==> src/hdl/aimq_pkg.sv <==
// ----------------------------------------------------------------------------
// aimq_pkg: shared types and constants for the active interval max query
// Sizes, command codes and the structs that pass between the sequencer,
// the height memory and the top level.
// ----------------------------------------------------------------------------
package aimq_pkg;

   // Sizes
   localparam int MEMBER_SLOTS     = 64;
   localparam int SLOT_BITS        = $clog2(MEMBER_SLOTS);
   localparam int HEIGHT_BITS      = 30;
   localparam int TAG_BITS         = 6;
   localparam int QUERY_INDEX_BITS = 6;
   localparam int CMD_BITS         = 2;

   // Command codes
   localparam logic [CMD_BITS-1:0] CMD_START = 2'd0;
   localparam logic [CMD_BITS-1:0] CMD_END   = 2'd1;
   localparam logic [CMD_BITS-1:0] CMD_QUERY = 2'd2;

   typedef logic [SLOT_BITS-1:0]   slot_idx_type;
   typedef logic [HEIGHT_BITS-1:0] height_type;

   localparam slot_idx_type LAST_SLOT = slot_idx_type'(MEMBER_SLOTS - 1);

   // Height memory access for one cycle
   typedef struct packed {
      logic         wr_en;
      slot_idx_type wr_addr;
      height_type   wr_data;
      slot_idx_type rd_addr;
   } mem_req_type;

   // Finished query result handed to the output register
   typedef struct packed {
      logic                        valid;
      logic                        answer;
      logic [QUERY_INDEX_BITS-1:0] query_index;
   } result_type;

   // True when a tag names an existing member slot
   function automatic logic slot_in_range(input logic [TAG_BITS-1:0] tag);
      return 32'(tag) < 32'(MEMBER_SLOTS);
   endfunction

endpackage

==> src/hdl/active_interval_max_threshold_query.sv <==
// ----------------------------------------------------------------------------
// active_interval_max_threshold_query: threshold query over active members
// Start events record member heights, end events retire members for good,
// and a query answers whether every counting member is below its height.
//
//   channel | direction | ports
//   req     | in        | req_valid/req_ready, req_command, req_height, req_tag
//   rsp     | out       | rsp_valid/rsp_ready, rsp_answer, rsp_query_index
//
// An end event sets its retired flag in S_IDLE; a start event reads in
// S_IDLE, then compares and writes back in S_START_CMP. A query passes every
// slot in turn through the single height memory read port and one comparator.
// Reset clears the active and retired flags at once; no clearing pass.
// A finished result waits in the output register, so a stalled rsp side
// holds back only a query that finishes while the previous word is unread.
// ----------------------------------------------------------------------------
module active_interval_max_threshold_query (
   input  logic                                  clock,
   input  logic                                  reset,
   input  logic                                  req_valid,
   output logic                                  req_ready,
   input  logic [aimq_pkg::CMD_BITS-1:0]         req_command,
   input  logic [aimq_pkg::HEIGHT_BITS-1:0]      req_height,
   input  logic [aimq_pkg::TAG_BITS-1:0]         req_tag,
   output logic                                  rsp_valid,
   input  logic                                  rsp_ready,
   output logic                                  rsp_answer,
   output logic [aimq_pkg::QUERY_INDEX_BITS-1:0] rsp_query_index
);

   aimq_pkg::mem_req_type                mem_req;
   aimq_pkg::height_type                 mem_rd_data;
   aimq_pkg::result_type                 result;
   logic                                 rsp_free;

   logic                                 rsp_valid_ff, rsp_valid_in;
   logic                                 rsp_answer_ff, rsp_answer_in;
   logic [aimq_pkg::QUERY_INDEX_BITS-1:0] rsp_index_ff, rsp_index_in;

   aimq_ctrl u_ctrl (
      .clock       (clock),
      .reset       (reset),
      .req_valid   (req_valid),
      .req_ready   (req_ready),
      .req_command (req_command),
      .req_height  (req_height),
      .req_tag     (req_tag),
      .rsp_free    (rsp_free),
      .result      (result),
      .mem_req     (mem_req),
      .mem_rd_data (mem_rd_data)
   );

   aimq_height_mem u_height_mem (
      .clock   (clock),
      .mem_req (mem_req),
      .rd_data (mem_rd_data)
   );

   // Output word register: load a new result or drop the taken word
   assign rsp_free = !rsp_valid_ff || rsp_ready;

   always_comb begin
      rsp_valid_in  = rsp_valid_ff;
      rsp_answer_in = rsp_answer_ff;
      rsp_index_in  = rsp_index_ff;
      if (result.valid) begin
         rsp_valid_in  = 1'b1;
         rsp_answer_in = result.answer;
         rsp_index_in  = result.query_index;
      end else if (rsp_ready) begin
         rsp_valid_in = 1'b0;
      end
   end

   always_ff @(posedge clock) begin
      if (reset) begin
         rsp_valid_ff <= 1'b0;
      end else begin
         rsp_valid_ff <= rsp_valid_in;
      end
   end

   always_ff @(posedge clock) begin
      rsp_answer_ff <= rsp_answer_in;
      rsp_index_ff  <= rsp_index_in;
   end

   assign rsp_valid       = rsp_valid_ff;
   assign rsp_answer      = rsp_answer_ff;
   assign rsp_query_index = rsp_index_ff;

endmodule

==> src/hdl/aimq_height_mem.sv <==
// ----------------------------------------------------------------------------
// aimq_height_mem: member height store
// One write port and one read port; read data is registered.
// ----------------------------------------------------------------------------
module aimq_height_mem (
   input  logic                 clock,
   input  aimq_pkg::mem_req_type mem_req,
   output aimq_pkg::height_type rd_data
);

   aimq_pkg::height_type mem [aimq_pkg::MEMBER_SLOTS];
   aimq_pkg::height_type rd_data_ff;

   // Write and registered read
   always_ff @(posedge clock) begin
      if (mem_req.wr_en) begin
         mem[mem_req.wr_addr] <= mem_req.wr_data;
      end
      rd_data_ff <= mem[mem_req.rd_addr];
   end

   assign rd_data = rd_data_ff;

endmodule

==> src/hdl/aimq_ctrl.sv <==
// ----------------------------------------------------------------------------
// aimq_ctrl: event sequencer with shared height comparator
// Keeps the active and retired flags, updates heights on start and sweeps
// all slots through one comparator on a query.
// ----------------------------------------------------------------------------
module aimq_ctrl (
   input  logic                                 clock,
   input  logic                                 reset,
   input  logic                                 req_valid,
   output logic                                 req_ready,
   input  logic [aimq_pkg::CMD_BITS-1:0]        req_command,
   input  aimq_pkg::height_type                 req_height,
   input  logic [aimq_pkg::TAG_BITS-1:0]        req_tag,
   input  logic                                 rsp_free,
   output aimq_pkg::result_type                 result,
   output aimq_pkg::mem_req_type                mem_req,
   input  aimq_pkg::height_type                 mem_rd_data
);

   typedef enum logic [4:0] {
      S_IDLE      = 5'b00001,
      S_START_CMP = 5'b00010,
      S_SCAN      = 5'b00100,
      S_DRAIN     = 5'b01000,
      S_REPLY     = 5'b10000
   } state_type;

   state_type                             state_ff, state_in;
   aimq_pkg::height_type                  height_ff, height_in;
   logic [aimq_pkg::TAG_BITS-1:0]         tag_ff, tag_in;
   aimq_pkg::slot_idx_type                scan_ff, scan_in;
   logic                                  pend_ff, pend_in;
   logic                                  pend_flag_ff, pend_flag_in;
   logic                                  found_ff, found_in;
   logic [aimq_pkg::MEMBER_SLOTS-1:0]     active_ff, active_in;
   logic [aimq_pkg::MEMBER_SLOTS-1:0]     retired_ff, retired_in;

   logic                                  accept;
   logic                                  ge;
   aimq_pkg::slot_idx_type                req_idx;
   aimq_pkg::slot_idx_type                hold_idx;
   logic [aimq_pkg::MEMBER_SLOTS-1:0]     counting;

   assign req_ready = (state_ff == S_IDLE);
   assign accept    = req_valid && req_ready;
   assign req_idx   = req_tag[aimq_pkg::SLOT_BITS-1:0];
   assign hold_idx  = tag_ff[aimq_pkg::SLOT_BITS-1:0];
   assign counting  = active_ff & ~retired_ff;

   // Shared comparator: stored height against held height
   assign ge = (mem_rd_data >= height_ff);

   // Sequencer
   always_comb begin
      state_in       = state_ff;
      height_in      = height_ff;
      tag_in         = tag_ff;
      scan_in        = scan_ff;
      pend_in        = (state_ff == S_SCAN);
      pend_flag_in   = pend_flag_ff;
      found_in       = found_ff;
      active_in      = active_ff;
      retired_in     = retired_ff;
      result.valid   = 1'b0;
      result.answer      = !found_ff;
      result.query_index = tag_ff[aimq_pkg::QUERY_INDEX_BITS-1:0];
      mem_req.wr_en   = 1'b0;
      mem_req.wr_addr = hold_idx;
      mem_req.wr_data = height_ff;
      mem_req.rd_addr = scan_ff;

      // Fold in the compare of the slot read last cycle
      if (pend_ff && pend_flag_ff && ge) begin
         found_in = 1'b1;
      end

      case (state_ff)
         S_IDLE: begin
            mem_req.rd_addr = req_idx;
            if (accept) begin
               height_in = req_height;
               tag_in    = req_tag;
               case (req_command)
                  aimq_pkg::CMD_START: begin
                     if (aimq_pkg::slot_in_range(req_tag)) begin
                        state_in = S_START_CMP;
                     end
                  end
                  aimq_pkg::CMD_END: begin
                     if (aimq_pkg::slot_in_range(req_tag)) begin
                        retired_in[req_idx] = 1'b1;
                     end
                  end
                  aimq_pkg::CMD_QUERY: begin
                     scan_in  = '0;
                     found_in = 1'b0;
                     state_in = S_SCAN;
                  end
                  default: begin
                  end
               endcase
            end
         end
         S_START_CMP: begin
            // Keep the larger height of an already active slot
            if (!active_ff[hold_idx] || !ge) begin
               mem_req.wr_en = 1'b1;
            end
            active_in[hold_idx] = 1'b1;
            state_in            = S_IDLE;
         end
         S_SCAN: begin
            mem_req.rd_addr = scan_ff;
            pend_flag_in    = counting[scan_ff];
            scan_in         = scan_ff + aimq_pkg::SLOT_BITS'(1);
            if (scan_ff == aimq_pkg::LAST_SLOT) begin
               state_in = S_DRAIN;
            end
         end
         S_DRAIN: begin
            state_in = S_REPLY;
         end
         S_REPLY: begin
            if (rsp_free) begin
               result.valid = 1'b1;
               state_in     = S_IDLE;
            end
         end
         default: begin
            state_in = S_IDLE;
         end
      endcase
   end

   // Control registers
   always_ff @(posedge clock) begin
      if (reset) begin
         state_ff   <= S_IDLE;
         pend_ff    <= 1'b0;
         active_ff  <= '0;
         retired_ff <= '0;
      end else begin
         state_ff   <= state_in;
         pend_ff    <= pend_in;
         active_ff  <= active_in;
         retired_ff <= retired_in;
      end
   end

   // Payload registers
   always_ff @(posedge clock) begin
      height_ff    <= height_in;
      tag_ff       <= tag_in;
      scan_ff      <= scan_in;
      pend_flag_ff <= pend_flag_in;
      found_ff     <= found_in;
   end

`ifndef SYNTHESIS
   a_query_starts_scan: assert property (@(posedge clock) disable iff (reset)
      accept && (req_command == aimq_pkg::CMD_QUERY) |=>
         (state_ff == S_SCAN) && (scan_ff == '0))
      else $error("query did not start a sweep at slot zero");

   a_scan_advances: assert property (@(posedge clock) disable iff (reset)
      (state_ff == S_SCAN) && (scan_ff != aimq_pkg::LAST_SLOT) |=>
         (state_ff == S_SCAN) &&
         (scan_ff == aimq_pkg::SLOT_BITS'($past(scan_ff) + 1'b1)))
      else $error("sweep skipped or stalled");

   a_retired_sticky: assert property (@(posedge clock) disable iff (reset)
      !$past(reset) |-> (($past(retired_ff) & ~retired_ff) == '0))
      else $error("retired flag cleared");

   a_active_sticky: assert property (@(posedge clock) disable iff (reset)
      !$past(reset) |-> (($past(active_ff) & ~active_ff) == '0))
      else $error("active flag cleared");

   a_reply_after_drain: assert property (@(posedge clock) disable iff (reset)
      result.valid |-> $past(state_ff == S_DRAIN) || $past(state_ff == S_REPLY))
      else $error("result issued without a finished sweep");
`endif

endmodule
==> config.mk <==
export PLATFORM = sky130hd
export DESIGN_NAME = active_interval_max_threshold_query
export DESIGN_NICKNAME = d
export VERILOG_FILES = /design/src/hdl/aimq_pkg.sv /design/src/hdl/active_interval_max_threshold_query.sv /design/src/hdl/aimq_height_mem.sv /design/src/hdl/aimq_ctrl.sv
export SDC_FILE = /design/constraint.sdc
export NUM_CORES = 2
export LEC_CHECK = 0
export BUFFER_PORTS_ARGS = -buffer_cell sky130_fd_sc_hd__buf_2
export CAP_MARGIN = 20
export CORE_MARGIN = 4
export CORE_UTILIZATION = 52
export DETAILED_ROUTE_END_ITERATION = 10
export PLACE_DENSITY = 0.7
export SLEW_MARGIN = 20
export SYNTH_ARGS = -nofsm -noshare
export SYNTH_HDL_FRONTEND = slang
export SYNTH_HIERARCHICAL = 1
export SYNTH_SLANG_ARGS = --single-unit
export TNS_END_PERCENT = 1
==> constraint.sdc <==
create_clock -name clock -period 9.1 [get_ports clock]
set_clock_uncertainty 0.05 [all_clocks]
set_input_delay 0.455 -clock clock [delete_from_list [all_inputs] [get_ports clock]]
set_output_delay 0.455 -clock clock [all_outputs]
set_load 0.005 [all_outputs]
---- After elaboration in Yosys (flattened, before gate mapping) ----
Memories as Yosys holds them, arrays and structs flattened. A register that Yosys moved wholly into a read port is not among the register bits.
Cells that the tools add are included.
operators by class
  $add $sub $neg .......................... 1
  multiply operators ...................... 0
  div/mod/pow operators ................... 0
  order comparisons ....................... 6
  equal/unequal tests ..................... 13
  shift operators ......................... 0
  muxes and demuxes ....................... 29
  bitwise operators ....................... 4
  reduce and logical (&&, ||, !) cells .... 18
operator list
  kind                 count
  $or 64x64->64        2
  $and 64x64->64       1
  $not 64->64          1
  $ge 30x30->1         1
  $lt 6x7->1 const B   3
  $pmux 5 s4           1
  $mux 6               3
  $mux 1               16
  $mux 5               3
  $bmux 1 s6           2
  $demux 1 s6          2
  $ge 6x1->1 const B   2
  $pmux 6 s2           1
  $pmux 5 s2           1
  $ne 2x2->1 const B   4
  $add 6x1->6 const B  1
  $eq 6x6->1 const B   1
  $reduce_and 3->1     2
  $eq 5x1->1 const B   1
  $eq 5x2->1 const B   1
  $eq 5x3->1 const B   1
  $eq 5x4->1 const B   1
  $eq 5x5->1 const B   1
  $logic_and 1x1->1    5
  9 further kinds      14
storage, ports and cells
  bits in registers ....................... 186
  latch bits .............................. 0
  RAM bits ................................ 1,920
  memory bits (read-only) ................. 0
  input bits .............................. 42
  output and inout port bits .............. 9
  word-level logic and storage cells ...... 84
  memories ................................ 1
memories
  memory            depth  width  read ports  clocked after memory_dff  wr ports  RTL line               source
  u_height_mem.mem  64     30     1           1                         1         aimq_height_mem.sv:11  aimq_pkg::height_type mem [aimq_pkg::MEMBER_SLOTS];

---- Logic depth before layout (Yosys ltp) ----
  word-level depth ........................ 8
  depth in mapped cells ................... 16
  depth with buffers taken out ............ 11

---- Modules after synthesis ----
Netlist, hierarchy kept.
by module, submodules not included
  module                               instances  cells an instance  area an instance (um^2)  seq. area each (um^2)
  aimq_height_mem                      1          3,309              73,968.4                 58,255.9
  aimq_ctrl                            1          898                8,106.5                  3,993.8
  active_interval_max_threshold_query  1          11                 256.5                    230.2

---- Worst setup path before layout ----
OpenSTA, ideal clock, no wires.
  path kind ............................... flip-flop to flip-flop
  from .................................... reg u_ctrl.height_ff[11]
  to ...................................... mem u_height_mem/mem[48][0] in the netlist's numbering, enable pin
  library setup time ...................... 0.454 ns
  arrival time ............................ 5.371 ns
  path slack .............................. 3.225 ns
  cell stages (with the launch flop) ...... 12
  buffers on the path ..................... 0
  path through ............................ edfxtp_1 > inv_1 > ha_1 > a21o_1 > a21o_1 > a2111oi_0 > o41ai_1 > a211o_1 > a31oi_1 > nor2b_1 > nand4b_1 > nor3_1
RTL lines
  what                    RTL line               source
  start, declared         aimq_ctrl.sv:29        aimq_pkg::height_type height_ff, height_in;
  start signal, assigned  aimq_ctrl.sv:152       height_ff <= height_in;
  end, declared           aimq_height_mem.sv:11

==> impl_results.md <==
- Pin count of the biggest net entering global routing: 105
- Cts bufs inserted: 207
- Reg2reg start: u_ctrl/height_ff[13]
- Crit. End Element: flop
- Async S/R FF share, synth: 0%
- Total Wirelength: 210 mm
- Clock network power share: 27.3%
- Post-synth EDFFs: 1,970
- Yosys reg bits: 2,136
- Most numerous cell in the Yosys netlist: edfxtp_1
- Post-DP HPWL: 123 mm
- Finished Cell Area: 92,500 um2
- Post-Syn Area per Cell: 19.5 um2
- Ratio of cells with drive above 1 in the final layout: 20.9%
- Worst Hold Launch: req_command[1]
- GR Util All Layers: 25.7%
- Worst EP arrival: 6.34 ns
- Post-route ant nets: 0
- Routed vias/inst: 6.40
- Critical path class: reg -> reg
- Site Rows: 145
- Hold Path Class: in -> reg
- Warning count from the yosys run: 6
- Clock slew at reported path FFs: 0.06 ns
- Die X: 406 um
- Setup crit start: u_ctrl/height_ff[13]
- Initial antenna violation count: 14
- Final period util: 65.6%
- Pins Over Slew Limit: 0
- Wirelength per Cell: 31.6 um
- H-tree depth: 4
- Synthesized cell area: 82,300 um2
- Core area: 157,000 um2
- Setup Total Neg Slack: 0 ns
- Count of cell types in the netlist: 63
- Worst vdd ir: 0.332 mV
- Max-cap violations: 0
- Synth top area share: 71.9%
- Mapped Nets: 4,291
- Crit path launch type: flop
- Initial DRC Count: 5,714
- Static Leak: 29.3 nW
- Setup violations, final: 0
- Sw Ratio: 33.8%
- Residual DRC count: 0
- CTS tree: done
- Power Dens Cells: 321 nW/um2
- Worst-path fanout max: 65
- Clock Root Buffer: clkbuf_16
- F_max: 0.167 GHz
- Global-route wire length before repair: 300 mm
- Final #Nets: 4,457
- Synth Instances: 4,218
- Vias in the first global route: 41,500
- RSZ-0062 raised after global routing: no
- Overflow after GRT: 0
- RePlAce Congestion: 0.967
- Max_slew headroom: 17.9%
- DIE HEIGHT: 406 um
- Worst path required time: 9.47 ns
- Area added between synthesis and finish: 12.3%
- Reg power frac: 39.2%
- Pin slew with the least headroom to its limit: 1.22 ns
- Full die area: 165,000 um2
- Gate power share: 33.5%
- Top_reg_cell synth: edfxtp_1
- Starting Density: 52.5%
- Port Buf Inserts: 50
- Insertion delay to the later sink of the worst-skew pair: 0.83 ns
- # IOs: 51
- Final hold violation count: 0
- Net switching power of the design: 0.0100 W
- Via count: 42,400
- Max Buffers Root-to-Sink: 3
- Area contributors post-synth: edfxtp_1 72%, mux4_2 11%, dfxtp_1 4.0%
- Internal power: 0.0196 W
- Post-synth top area cell: edfxtp_1
- Outcome: completed
- Clock Sinks: 2,136
- Post-synthesis sequential area ratio: 75.9%
- Min Clock Period, post-route: 5.97 ns
- Synth cell count leaders: 1,970 x edfxtp_1, 415 x mux4_2, 276 x nor2_1
- DR pass1 iterations: 6
- Post-DP Area: 85,300 um2
## per-layer routing
layer | track usage, % | vias up | wire, um | part of all wire [%]
met2 | 40.1 | 2189 | 99500 | 48
li1 | - | 17600 | - | -
met1 | 35.6 | 22200 | 79500 | 38
met4 | 9.63 | 2 | 9010 | 4.3
met3 | 6.26 | 384 | 21500 | 10
met5 | 0 | - | 9 | 0.0043
## flip-flops by register name, summed over array words and instances, names as in the netlist
signal,count
rsp_answer,1
rsp_query_index,6
rsp_valid,1
u_ctrl/active_ff,64
u_ctrl/found_ff,1
u_ctrl/height_ff,30
u_ctrl/hold_idx,6
u_ctrl/pend_ff,1
u_ctrl/pend_flag_ff,1
u_ctrl/retired_ff,64
u_ctrl/scan_ff,6
u_ctrl/state_ff,5
u_height_mem/mem,1920
u_height_mem/rd_data,30
## power groups by stage
stage | sequential, W | combinational (W) | clock [W]
2_1_floorplan | 0.0121 | 0.00607 | 0
3_3_place_gp | 0.0118 | 0.00975 | 0
3_5_place_dp | 0.0118 | 0.00983 | 0
4_1_cts | 0.0116 | 0.00988 | 0.00822
5_1_grt | 0.0116 | 0.0104 | 0.00866
6_report | 0.0116 | 0.00993 | 0.00809
## final timing paths
path | to | slack [ns] | cells after the start
setup reg to reg | u_height_mem/mem[22][13] | 3.13 | 13
setup / recovery | u_height_mem/mem[22][13] | 3.13 | 13
hold reg to reg | u_ctrl/retired_ff[19] | 0.41 | 2
hold / removal | u_ctrl/state_ff[1] | 0.06 | 3
## layout by cell type (no fill, tap or decap), types with 9 or more instances in the layout
cell type      count
nor4_1            11
a22oi_1          111
nor2_4            63
mux2i_1          233
buf_12            16
nor3b_1           39
a31oi_1           17
a22o_1            22
clkinv_1          49
a21o_1            14
nand2_1           61
buf_2             49
nand4_1           31
dfxtp_1          166
buf_4             83
clkinv_2          34
clkbuf_16        211
edfxtp_1        1970
inv_6              9
ha_1              31
and3_1             9
nor2b_1           38
inv_1             70
nand3_1           33
o21ai_0           40
a311oi_1          35
o22ai_1           55
buf_16             9
clkbuf_1          53
a21oi_1          156
nor2_1           214
nand2b_1          15
mux4_2           415
dlygate4sd3_1     39
o221ai_1          22
## critical path, stage by stage, from the launching register on
cell	delay [ns]
edfxtp_1	0.32
buf_4	0.62
inv_1	0.10
ha_1	0.34
nand4_1	0.17
nor4_1	0.09
a2111oi_0	0.49
o41ai_1	0.17
a211o_1	0.44
a31oi_1	0.45
nor2b_1	0.34
nand3_1	0.67
buf_4	0.44
nor2_4	0.81
## timing repair
item                      CTS  global route
resized for setup           0             0
hold buffers               39             0
setup buffers               0             0
hold endpoints to repair   41             0
## metrics by stage
stage                     util, %  total power, W  hold WS, ns  std cells  setup WS (ns)
after floorplan                 -          0.0182        0.382       4218           3.22
after global placement       54.4          0.0216        0.395       6176           3.41
after detailed placement     54.4          0.0217        0.400       6180           3.27
after CTS                    58.8          0.0297      0.00274       6601           3.19
after global routing         59.0          0.0306       0.0249       6615           2.82
final                        59.0          0.0296       0.0577       6622           3.13
## area by class of cell
| cell class | count | area, um2 |
|---|---|---|
| repair buffers | 196 | 1830 |
| fillers | 11300 | 64300 |
| well taps | 2058 | 2570 |
| multi-input cells | 1772 | 18900 |
| inverters | 71 | 267 |
| clock inverters | 113 | 838 |
| flip-flops and latches | 2136 | 62500 |
| clock buffers | 269 | 5550 |
| diodes | 7 | 17.5 |
## cells by family (layout without fill, tap and decap cells)
kind of cell             after synthesis  in the layout  share of synthesized area [%]
XOR/XNOR                               5              5                         0.0532
AO/OA/AOI/OAI                        515            515                           4.15
flip-flops                          2136           2136                           75.9
buffers and inverters                310            649                           1.80
adder cells (fa/ha/maj)               31             31                          0.471
other                                  0              7                              0
multiplexers                         652            652                           14.2
AND/OR/NAND/NOR                      569            569                           3.40
(Power assumes the default switching activity.)
